$ cat src/design/fir_pkg.sv
package fir_pkg;

    localparam int TAP_COUNT    = 32;
    localparam int TAP_W        = $clog2(TAP_COUNT);

    localparam int RING_DEPTH   = 32;
    localparam int RING_AW      = $clog2(RING_DEPTH);

    localparam int SAMPLE_W     = 16;
    localparam int COEF_W       = 16;
    localparam int TAPS_PER_REG = 4;
    localparam int COEF_REGS    = 8;
    localparam int COEF_TAPS    = COEF_REGS * TAPS_PER_REG;
    localparam int CFG_W        = COEF_W * TAPS_PER_REG;
    localparam int CFG_IDX_W    = $clog2(COEF_REGS);

    localparam int PROD_W       = SAMPLE_W + COEF_W;
    localparam int ACC_W        = PROD_W + TAP_W;
    localparam int Q_SHIFT      = 14;

    localparam logic [SAMPLE_W-1:0] OUT_MAX = {1'b0, {(SAMPLE_W-1){1'b1}}};
    localparam logic [SAMPLE_W-1:0] OUT_MIN = {1'b1, {(SAMPLE_W-1){1'b0}}};

    typedef logic signed [SAMPLE_W-1:0] sample_t;
    typedef logic signed [COEF_W-1:0]   coef_t;
    typedef logic signed [PROD_W-1:0]   prod_t;
    typedef logic signed [ACC_W-1:0]    acc_t;

endpackage

$ cat src/design/fir_ram.sv
module fir_ram #(
    parameter int WIDTH = 16,
    parameter int DEPTH = 32
) (
    input  logic                     clk,
    input  logic                     wr_en,
    input  logic [$clog2(DEPTH)-1:0] wr_addr,
    input  logic [WIDTH-1:0]         wr_data,
    input  logic                     rd_en,
    input  logic [$clog2(DEPTH)-1:0] rd_addr,
    output logic [WIDTH-1:0]         rd_data
);

    logic [WIDTH-1:0] ram_reg [DEPTH];
    logic [WIDTH-1:0] rd_data_reg;

    always_ff @(posedge clk)
    begin
        if (wr_en)
        begin
            ram_reg[wr_addr] <= wr_data;
        end
        if (rd_en)
        begin
            rd_data_reg <= ram_reg[rd_addr];
        end
    end

    assign rd_data = rd_data_reg;

endmodule

$ cat src/design/fir_32tap_q14_saturating.sv
// channel     | dir | handshake                    | payload
// ------------+-----+------------------------------+------------------------------------
// s_axis      | in  | s_axis_tvalid/s_axis_tready  | tdata[15:0] sample_in
// m_axis      | out | m_axis_tvalid/m_axis_tready  | tdata[15:0] filtered_sample
// cfg         | in  | cfg_wr_en (no wait)          | cfg_index, cfg_wr_data (coefs, 4 each)
//
// the single shared multiply-accumulate walks the taps one per cycle behind the
// registered ram read.
// the history ram needs no clearing pass: per-entry valid bits, cleared by reset,
// make unwritten slots read as zero.
// a new word is taken as soon as the previous one is in the output register;
// a stalled result only holds back the end of the next computation.
module fir_32tap_q14_saturating (
    input  logic                                clk,
    input  logic                                rst_n,
    input  logic                                s_axis_tvalid,
    output logic                                s_axis_tready,
    input  logic [15:0]                         s_axis_tdata,   // [15:0] sample_in
    output logic                                m_axis_tvalid,
    input  logic                                m_axis_tready,
    output logic [15:0]                         m_axis_tdata,   // [15:0] filtered_sample
    input  logic                                cfg_wr_en,
    input  logic [fir_pkg::CFG_IDX_W-1:0]       cfg_index,
    input  logic [fir_pkg::CFG_W-1:0]           cfg_wr_data
);

    import fir_pkg::*;

    typedef enum logic [1:0] {
        ST_IDLE,
        ST_RUN,
        ST_DRAIN,
        ST_FINISH
    } state_t;

    state_t                 state_reg;
    logic [CFG_W-1:0]       coef_reg [COEF_REGS];
    coef_t                  coef_tap [COEF_TAPS];
    logic [RING_DEPTH-1:0]  valid_reg;
    logic [RING_AW-1:0]     wp_reg;
    logic [RING_AW-1:0]     pos_reg;
    logic [TAP_W-1:0]       issue_cnt_reg;
    logic [TAP_W-1:0]       tap_d_reg;
    logic                   rd_v_reg;
    logic                   slot_ok_reg;
    logic                   prod_v_reg;
    prod_t                  prod_reg;
    prod_t                  prod_next;
    acc_t                   acc_reg;
    logic                   out_valid_reg;
    logic [SAMPLE_W-1:0]    out_data_reg;

    logic                   in_fire;
    logic                   issue;
    logic [RING_AW-1:0]     rd_addr;
    logic [SAMPLE_W-1:0]    rd_data;
    sample_t                tap_sample;
    logic [ACC_W-Q_SHIFT-SAMPLE_W:0] top_bits;
    logic [SAMPLE_W-1:0]    sat_value;
    logic                   out_free;

    assign s_axis_tready = (state_reg == ST_IDLE);
    assign in_fire       = s_axis_tvalid && s_axis_tready;
    assign issue         = (state_reg == ST_RUN);
    assign rd_addr       = pos_reg - RING_AW'(issue_cnt_reg);
    assign out_free      = !out_valid_reg || m_axis_tready;

    fir_ram #(
        .WIDTH (SAMPLE_W),
        .DEPTH (RING_DEPTH)
    ) u_history (
        .clk     (clk),
        .wr_en   (in_fire),
        .wr_addr (wp_reg),
        .wr_data (s_axis_tdata),
        .rd_en   (issue),
        .rd_addr (rd_addr),
        .rd_data (rd_data)
    );

    always_comb
    begin
        for (int k = 0; k < COEF_TAPS; k++)
        begin
            coef_tap[k] = coef_reg[k / TAPS_PER_REG][(k % TAPS_PER_REG) * COEF_W +: COEF_W];
        end
    end

    // slots never written read as zero
    assign tap_sample = slot_ok_reg ? sample_t'(rd_data) : '0;
    assign prod_next  = tap_sample * coef_tap[RING_AW'(tap_d_reg)];

    // saturate when the bits above the kept field are not all sign copies
    assign top_bits = acc_reg[ACC_W-1:Q_SHIFT+SAMPLE_W-1];
    always_comb
    begin
        if ((&top_bits) || !(|top_bits))
        begin
            sat_value = acc_reg[Q_SHIFT +: SAMPLE_W];
        end
        else if (acc_reg[ACC_W-1])
        begin
            sat_value = OUT_MIN;
        end
        else
        begin
            sat_value = OUT_MAX;
        end
    end

    always_ff @(posedge clk or negedge rst_n)
    begin
        if (!rst_n)
        begin
            for (int i = 0; i < COEF_REGS; i++)
            begin
                coef_reg[i] <= '0;
            end
        end
        else if (cfg_wr_en)
        begin
            coef_reg[cfg_index] <= cfg_wr_data;
        end
    end

    always_ff @(posedge clk or negedge rst_n)
    begin
        if (!rst_n)
        begin
            state_reg     <= ST_IDLE;
            valid_reg     <= '0;
            wp_reg        <= '0;
            issue_cnt_reg <= '0;
            rd_v_reg      <= 1'b0;
            prod_v_reg    <= 1'b0;
            out_valid_reg <= 1'b0;
        end
        else
        begin
            rd_v_reg   <= issue;
            prod_v_reg <= rd_v_reg;
            if (m_axis_tready)
            begin
                out_valid_reg <= 1'b0;
            end
            case (state_reg)
                ST_IDLE:
                begin
                    if (in_fire)
                    begin
                        valid_reg[wp_reg] <= 1'b1;
                        wp_reg            <= wp_reg + 1'b1;
                        issue_cnt_reg     <= '0;
                        state_reg         <= ST_RUN;
                    end
                end
                ST_RUN:
                begin
                    issue_cnt_reg <= issue_cnt_reg + 1'b1;
                    if (issue_cnt_reg == TAP_W'(TAP_COUNT - 1))
                    begin
                        state_reg <= ST_DRAIN;
                    end
                end
                ST_DRAIN:
                begin
                    if (!rd_v_reg && !prod_v_reg)
                    begin
                        state_reg <= ST_FINISH;
                    end
                end
                ST_FINISH:
                begin
                    if (out_free)
                    begin
                        out_valid_reg <= 1'b1;
                        state_reg     <= ST_IDLE;
                    end
                end
                default:
                begin
                    state_reg <= ST_IDLE;
                end
            endcase
        end
    end

    always_ff @(posedge clk)
    begin
        if (in_fire)
        begin
            pos_reg <= wp_reg;
            acc_reg <= '0;
        end
        else if (prod_v_reg)
        begin
            acc_reg <= acc_reg + ACC_W'(prod_reg);
        end
        if (issue)
        begin
            tap_d_reg   <= issue_cnt_reg;
            slot_ok_reg <= valid_reg[rd_addr];
        end
        if (rd_v_reg)
        begin
            prod_reg <= prod_next;
        end
        if (state_reg == ST_FINISH && out_free)
        begin
            out_data_reg <= sat_value;
        end
    end

    assign m_axis_tvalid = out_valid_reg;
    assign m_axis_tdata  = out_data_reg;

    // mac pipe must be empty whenever a new word can be taken
    assert property (@(posedge clk) disable iff (!rst_n)
        state_reg == ST_IDLE |-> !rd_v_reg && !prod_v_reg)
        else $error("mac pipe busy in idle");

    assert property (@(posedge clk) disable iff (!rst_n)
        in_fire |=> wp_reg == $past(wp_reg) + 1'b1)
        else $error("write position did not advance");

    assert property (@(posedge clk) disable iff (!rst_n)
        $rose(m_axis_tvalid) |-> $past(state_reg) == ST_FINISH)
        else $error("result posted outside finish");

    assert property (@(posedge clk) disable iff (!rst_n)
        state_reg == ST_RUN |-> issue_cnt_reg <= TAP_W'(TAP_COUNT - 1))
        else $error("tap counter overran");

endmodule
$ cat config.mk
export PLATFORM = sky130hd
export DESIGN_NAME = fir_32tap_q14_saturating
export DESIGN_NICKNAME = d
export VERILOG_FILES = /design/src/design/fir_pkg.sv /design/src/design/fir_ram.sv /design/src/design/fir_32tap_q14_saturating.sv
export SDC_FILE = /design/constraint.sdc
export NUM_CORES = 2
export LEC_CHECK = 0
export ABC_AREA = 1
export CAP_MARGIN = 10
export CORE_MARGIN = 2
export CORE_UTILIZATION = 29
export CTS_CLUSTER_DIAMETER = 60
export DETAILED_ROUTE_END_ITERATION = 8
export DONT_BUFFER_PORTS = 1
export SLEW_MARGIN = 20
export SYNTH_ARGS = -nofsm -noshare
export SYNTH_HDL_FRONTEND = slang
export SYNTH_SLANG_ARGS = --single-unit
$ cat constraint.sdc
create_clock -name clk -period 9.2 [get_ports clk]
set_clock_uncertainty 0.15 [all_clocks]
set_input_delay 2.3 -clock clk [delete_from_list [all_inputs] [get_ports clk]]
set_output_delay 2.3 -clock clk [all_outputs]
set_load 0.1 [all_outputs]
== Yosys cells after proc, flatten, opt, wreduce, memory -nomap -nowiden ==
Memories as Yosys holds them, arrays and structs flattened. A register that Yosys moved wholly into a read port is not among the register bits.
Cells that the tools add are included.

* Register bits: 655
* Input bits: 88
* Bits in writable memories: 512
* Output and inout bits: 18
* Memories: 1
* Word-level logic and storage cells: 87

* Magnitude comparators: 6
* Add/sub/neg operators: 4
* Reductions and logical operators: 18
* Mux-type cells: 25
* Multipliers: 1
* Bitwise gates (word level): 3
* Eq/ne operators: 8

{| class="wikitable"
|+ Memory list
! memory !! depth !! width !! read ports !! clocked after memory_dff !! write ports !! line !! source
|-
| u_history.ram_reg || 32 || 16 || 1 || 1 || 1 || fir_ram.sv:14 || <nowiki>logic [WIDTH-1:0] ram_reg [DEPTH];</nowiki>
|}

{| class="wikitable"
|+ Operators by type and width
! kind !! number
|-
| bitwise mux 512 bit || 1
|-
| demux 64 bit (select 3 bit) || 1
|-
| binary-select mux 16 bit (select 5 bit) || 1
|-
| 2-to-1 mux 16 bit || 5
|-
| 2-to-1 mux 64 bit || 1
|-
| adder 37 x 32 -> 37 bit || 1
|-
| multiplier 16 x 16 -> 32 bit || 1
|-
| bitwise OR 32 bit || 1
|-
| less-than comparator 5 x 6 -> 1 bit (second input constant) || 2
|-
| adder 5 x 1 -> 5 bit (second input constant) || 2
|-
| one-hot mux 5 bit (2 select lines) || 1
|-
| 2-to-1 mux 2 bit || 4
|-
| one-hot mux 2 bit (4 select lines) || 1
|-
| AND reduction 8 bit || 1
|-
| OR reduction 8 bit || 1
|-
| 2-to-1 mux 1 bit || 7
|-
| greater-or-equal comparator 6 bit (second input constant) || 1
|-
| NOT 5 -> 6 bit || 1
|-
| binary-select mux 1 bit (select 5 bit) || 1
|-
| demux 1 bit (select 5 bit) || 1
|-
| == test 5 bit (second input constant) || 1
|-
| greater-or-equal comparator 5 x 1 -> 1 bit (second input constant) || 1
|-
| logical AND 1 bit || 5
|-
| 2-to-1 mux 5 bit || 1
|-
| other kinds (14) || 22
|}

== Longest topological paths before layout ==
* Depth after elaboration: 6
* Depth in mapped cells: 35
* Mapped depth without buffers: 31

== Hierarchy ==
From an unflattened synthesis, not the netlist that was laid out.

* Cell total of the unflattened synthesis: 6,716
* Area total of the unflattened synthesis: 62,663.8 µm²

{| class="wikitable"
|+ Modules (own cells, without submodules)
! module !! cells each !! instances !! area an instance (µm²)
|-
| fir_32tap_q14_saturating || 4,922 || 1 || 41,202.0
|-
| fir_ram || 1,794 || 1 || 21,461.8
|}

== Worst setup path before layout ==
No wires, ideal clock.

* Path type: reg-to-reg
* Start point: register tap_d_reg[0]
* End point: register prod_reg[26], data pin
* Path buffers: 3
* Cell stages (with the launch flop): 31
* Clock period less this slack: 6.766 ns
* Arrival time: 6.350 ns
* Setup slack: 2.434 ns
* Cell sequence: edfxtp_1 buf_6 inv_6 buf_8 buf_6 nor2_1 o22ai_1 nor2_1 o211ai_2 nand2_2 nor2_1 inv_1 fa_1 inv_1 fa_1 inv_1 fa_1 inv_1 fa_1 fa_1 inv_1 fa_1 inv_1 ha_1 nand2_1 nor2_1 inv_1 nor2_1 nand3_1 o2111ai_1 xor2_1

* Word-level cells in the longest chain between the ends: 5

{| class="wikitable"
|+ Ends and longest elaborated chain
! item !! line !! source
|-
| start: declaration || fir_32tap_q14_saturating.sv:43 || <nowiki>logic [TAP_W-1:0] tap_d_reg;</nowiki>
|-
| start signal: assignment || fir_32tap_q14_saturating.sv:201 || <nowiki>tap_d_reg <= issue_cnt_reg;</nowiki>
|-
| NOT 5 -> 6 bit (not written as such) || fir_32tap_q14_saturating.sv:91 || <nowiki>assign prod_next = tap_sample * coef_tap[RING_AW'(tap_d_reg)];</nowiki>
|-
| binary-select mux 16 bit (select 5 bit) || fir_32tap_q14_saturating.sv:91 ||
|-
| 2-to-1 mux 16 bit (not written as such) (2 in series) || fir_32tap_q14_saturating.sv:91 ||
|-
| multiplier 16 x 16 -> 32 bit || fir_32tap_q14_saturating.sv:91 ||
|-
| net prod_next[26] || fir_32tap_q14_saturating.sv:48 || <nowiki>prod_t prod_next;</nowiki>
|-
| end signal: assignment || fir_32tap_q14_saturating.sv:206 || <nowiki>prod_reg <= prod_next;</nowiki>
|-
| end: declaration || fir_32tap_q14_saturating.sv:47 || <nowiki>prod_t prod_reg;</nowiki>
|}

The timed path passes the listed nets, and every way through them passes these cells. The select of a mux whose other input is x is not followed.
A chain may end at the register's enable or synchronous reset.

== Worst setup path after layout ==
Same ends and word-level chain as after synthesis.

==> results.md <==
- Die area: 0.216 mm2
- Crit path to: prod_reg[26]$_DFFE_PP_
- Routed vias/inst: 4.98
- Slew margin rel.: 10.0%
- Dpl hpwl: 118000 um
- Mean Syn Cell Area: 9.56 um2
- Drt pass-1 iters: 6
- H-tree depth: 4
- Clk sinks: 1183
- Post-Syn Instances: 6451
- Synth unique cells: 48
- RSZ-0062 raised after global routing: no
- Slowest-stage cell, CP: fa_1
- Hold Crit Class: flip-flop to flip-flop
- Worst R2R Setup Slack: 1.03 ns
- Mean routed wirelength per cell: 19.6 um
- Placer Congestion: 0.943
- Crit path from: tap_d_reg[0]$_DFFE_PP_
- Pin count of the biggest net entering global routing: 560
- Overall routing resource usage: 16.6%
- Final Hold Violating Endpoints: 0
- Synthesized-area fraction occupied by adder cells: 11.2%
- Final min period: 8.17 ns
- Sum of negative setup slack: 0 ns
- Layout Area Growth over Synthesis: 11.8%
- Async SR Flop Fraction: 47.3%
- Via count: 46100
- Buffers on Ports: 0
- Hold-fix buffers, CTS: 0
- Core region area: 0.212 mm2
- Share of cells above drive strength 1: 6.67%
- Critical Path Start Type: flip-flop
- Most used cell along the critical path: inv_1
- Most used DFF post-synth: edfxtp_1
- Global-route wire length before repair: 280000 um
- Min-delay src: issue_cnt_reg[3]$_DFFE_PN0P_
- Mux cell area share after synthesis: 0%
- Pins Over Slew Limit: 0
- Reg2Reg Depth: 28
- Die height: 465 um
- Antenna violation net count after detailed routing: 0
- Clk root buf: clkbuf_16
- CTS tree: done
- Worst path bufs/invs: 9
- Wl on met1: 77300 um
- Crit Path Max Fanout: 60
- Tcrit/Tclk final: 88.8%
- Worst R2R End: prod_reg[26]$_DFFE_PP_
- DR WL met3: 11500 um
- Post-synthesis sequential area ratio: 52.4%
- GR Overflow Total: 0
- Final #Nets: 6796
- Die W: 465 um
- Remaining DRCs: 0
- Largest family of logic cells by synthesized area: simple AND/OR/NAND/NOR gates
- Initial antenna violation count: 19
- DRT iter0 DRCs: 4196
- Complex-gate fraction of the synthesized area: 14.3%
- Max_cap viols: 0
- Clk pin slew, worst setup/hold paths: 0.06 ns
- Crit Path Class: flip-flop to flip-flop
- Clk_lat worst skew: 0.80 ns
- Critical Path AT: 8.56 ns
- Synth warn: 0
- Slew at the pin closest to its max-slew limit: 1.35 ns
- Outcome: complete, no violations
- CP required: 9.59 ns
- Post-synth EDFFs: 587
- Commonest cells after routing, fill and taps aside: o21ai_0 (1060), nand2_1 (939), nor2_1 (875)
- Initial Util: 29.1%
- CTS Buffer Depth: 3
- Synth Area in Simple Gates: 14.7%
- Vias in the first global route: 46000
- Post_cts resized: 0
- Commonest non-fill, non-tap cell in the layout: o21ai_0
- Post-synthesis xor/xnor area fraction: 0.821%
- Syn Std Cell Area: 0.0617 mm2
- Num rows: 169
- Met2 WL: 87400 um
- Upper clock frequency limit: 122 MHz
- Crit-path leading delay family: adder cells
- Kind of end point of the critical path: flip-flop
- Total Routed Length: 182000 um
- Worst R2R Start: tap_d_reg[0]$_DFFE_PP_
- Highest Signal Layer: met5
- Syn Nets: 6935
- # Post-CTS Setup Buffers: 0
- Slowest stage delay, CP: 0.84 ns
- Synth Register Bits: 1183
- CTS Buf Count: 137
- I/O pins: 106
- WP depth: 28
- Final setup viols: 0
==> synthesized netlist by cell type, types with 37 or more instances <==
library cell	instances	area (um2)
nand3_1	273	1370
nor2_1	876	3290
fa_1	264	5290
o21ai_0	1060	5310
nor2_2	55	344
buf_2	80	400
nand2_1	945	3550
o22ai_1	166	1040
dfxtp_1	37	741
edfxtp_1	587	17600
o221ai_1	86	753
xor2_1	37	324
dfrtp_1	559	14000
o21ai_1	37	185
inv_1	590	2210
a21oi_1	181	906
clkbuf_1	241	905
ha_1	132	1650
==> metal layers <==
layer	global-route usage, %	vias to the layer above
met5	0	-
met4	5.93	4
met1	21.8	22800
met2	27.6	1530
met3	2.88	312
li1	-	21400
==> metrics by stage <==
stage          cells  setup slack [ns]  hold slack (ns)  area [um2]  utilization (%)
2_1_floorplan   6451              2.43            0.273       61700                -
3_3_place_gp    8991              1.21            0.290       64400             30.4
3_5_place_dp    8991              1.09            0.298       64400             30.4
4_1_cts         9236              1.08            0.311       68900             32.5
5_1_grt         9247             0.458            0.316       69000             32.6
6_report        9250              1.03            0.311       69000             32.6
==> layout make-up <==
class / count / area [um2]
diodes: 11 / 27.5
clock buffers: 174 / 3690
clock inverters: 71 / 778
fillers: 21600 / 143000
inverters: 604 / 2280
multi-input cells: 4289 / 25500
flip-flops and latches: 1183 / 32400
well taps: 2821 / 3530
repair buffers: 97 / 888
==> cells by family after synthesis <==
family,after synthesis
buffers and inverters,979
XOR/XNOR,57
AND/OR/NAND/NOR,2228
adder cells (fa/ha/maj),396
flip-flops,1183
AO/OA/AOI/OAI,1608
==> worst min-delay path by stage <==
stage                                end  cells past startpoint
6_report          tap_d_reg[3]$_DFFE_PP_                      0
5_1_grt           tap_d_reg[3]$_DFFE_PP_                      0
4_1_cts        valid_reg[13]$_DFFE_PN0P_                      1
3_5_place_dp   valid_reg[13]$_DFFE_PN0P_                      1
3_3_place_gp    valid_reg[8]$_DFFE_PN0P_                      2
2_1_floorplan       pos_reg[4]$_DFFE_PP_                      0
==> worst reg2reg max path, delay by kind of cell (launching register included) <==
kind	cells	cell delay [ns]
compound gates	3	0.60
xor+xnor	1	0.10
fa+ha+maj	7	3.65
buf+inv	9	1.67
flops	1	0.51
simple gates	8	1.24
Power is not shown: default switching activity piles up to over one toggle a cycle in this logic, so the estimate is an artifact.
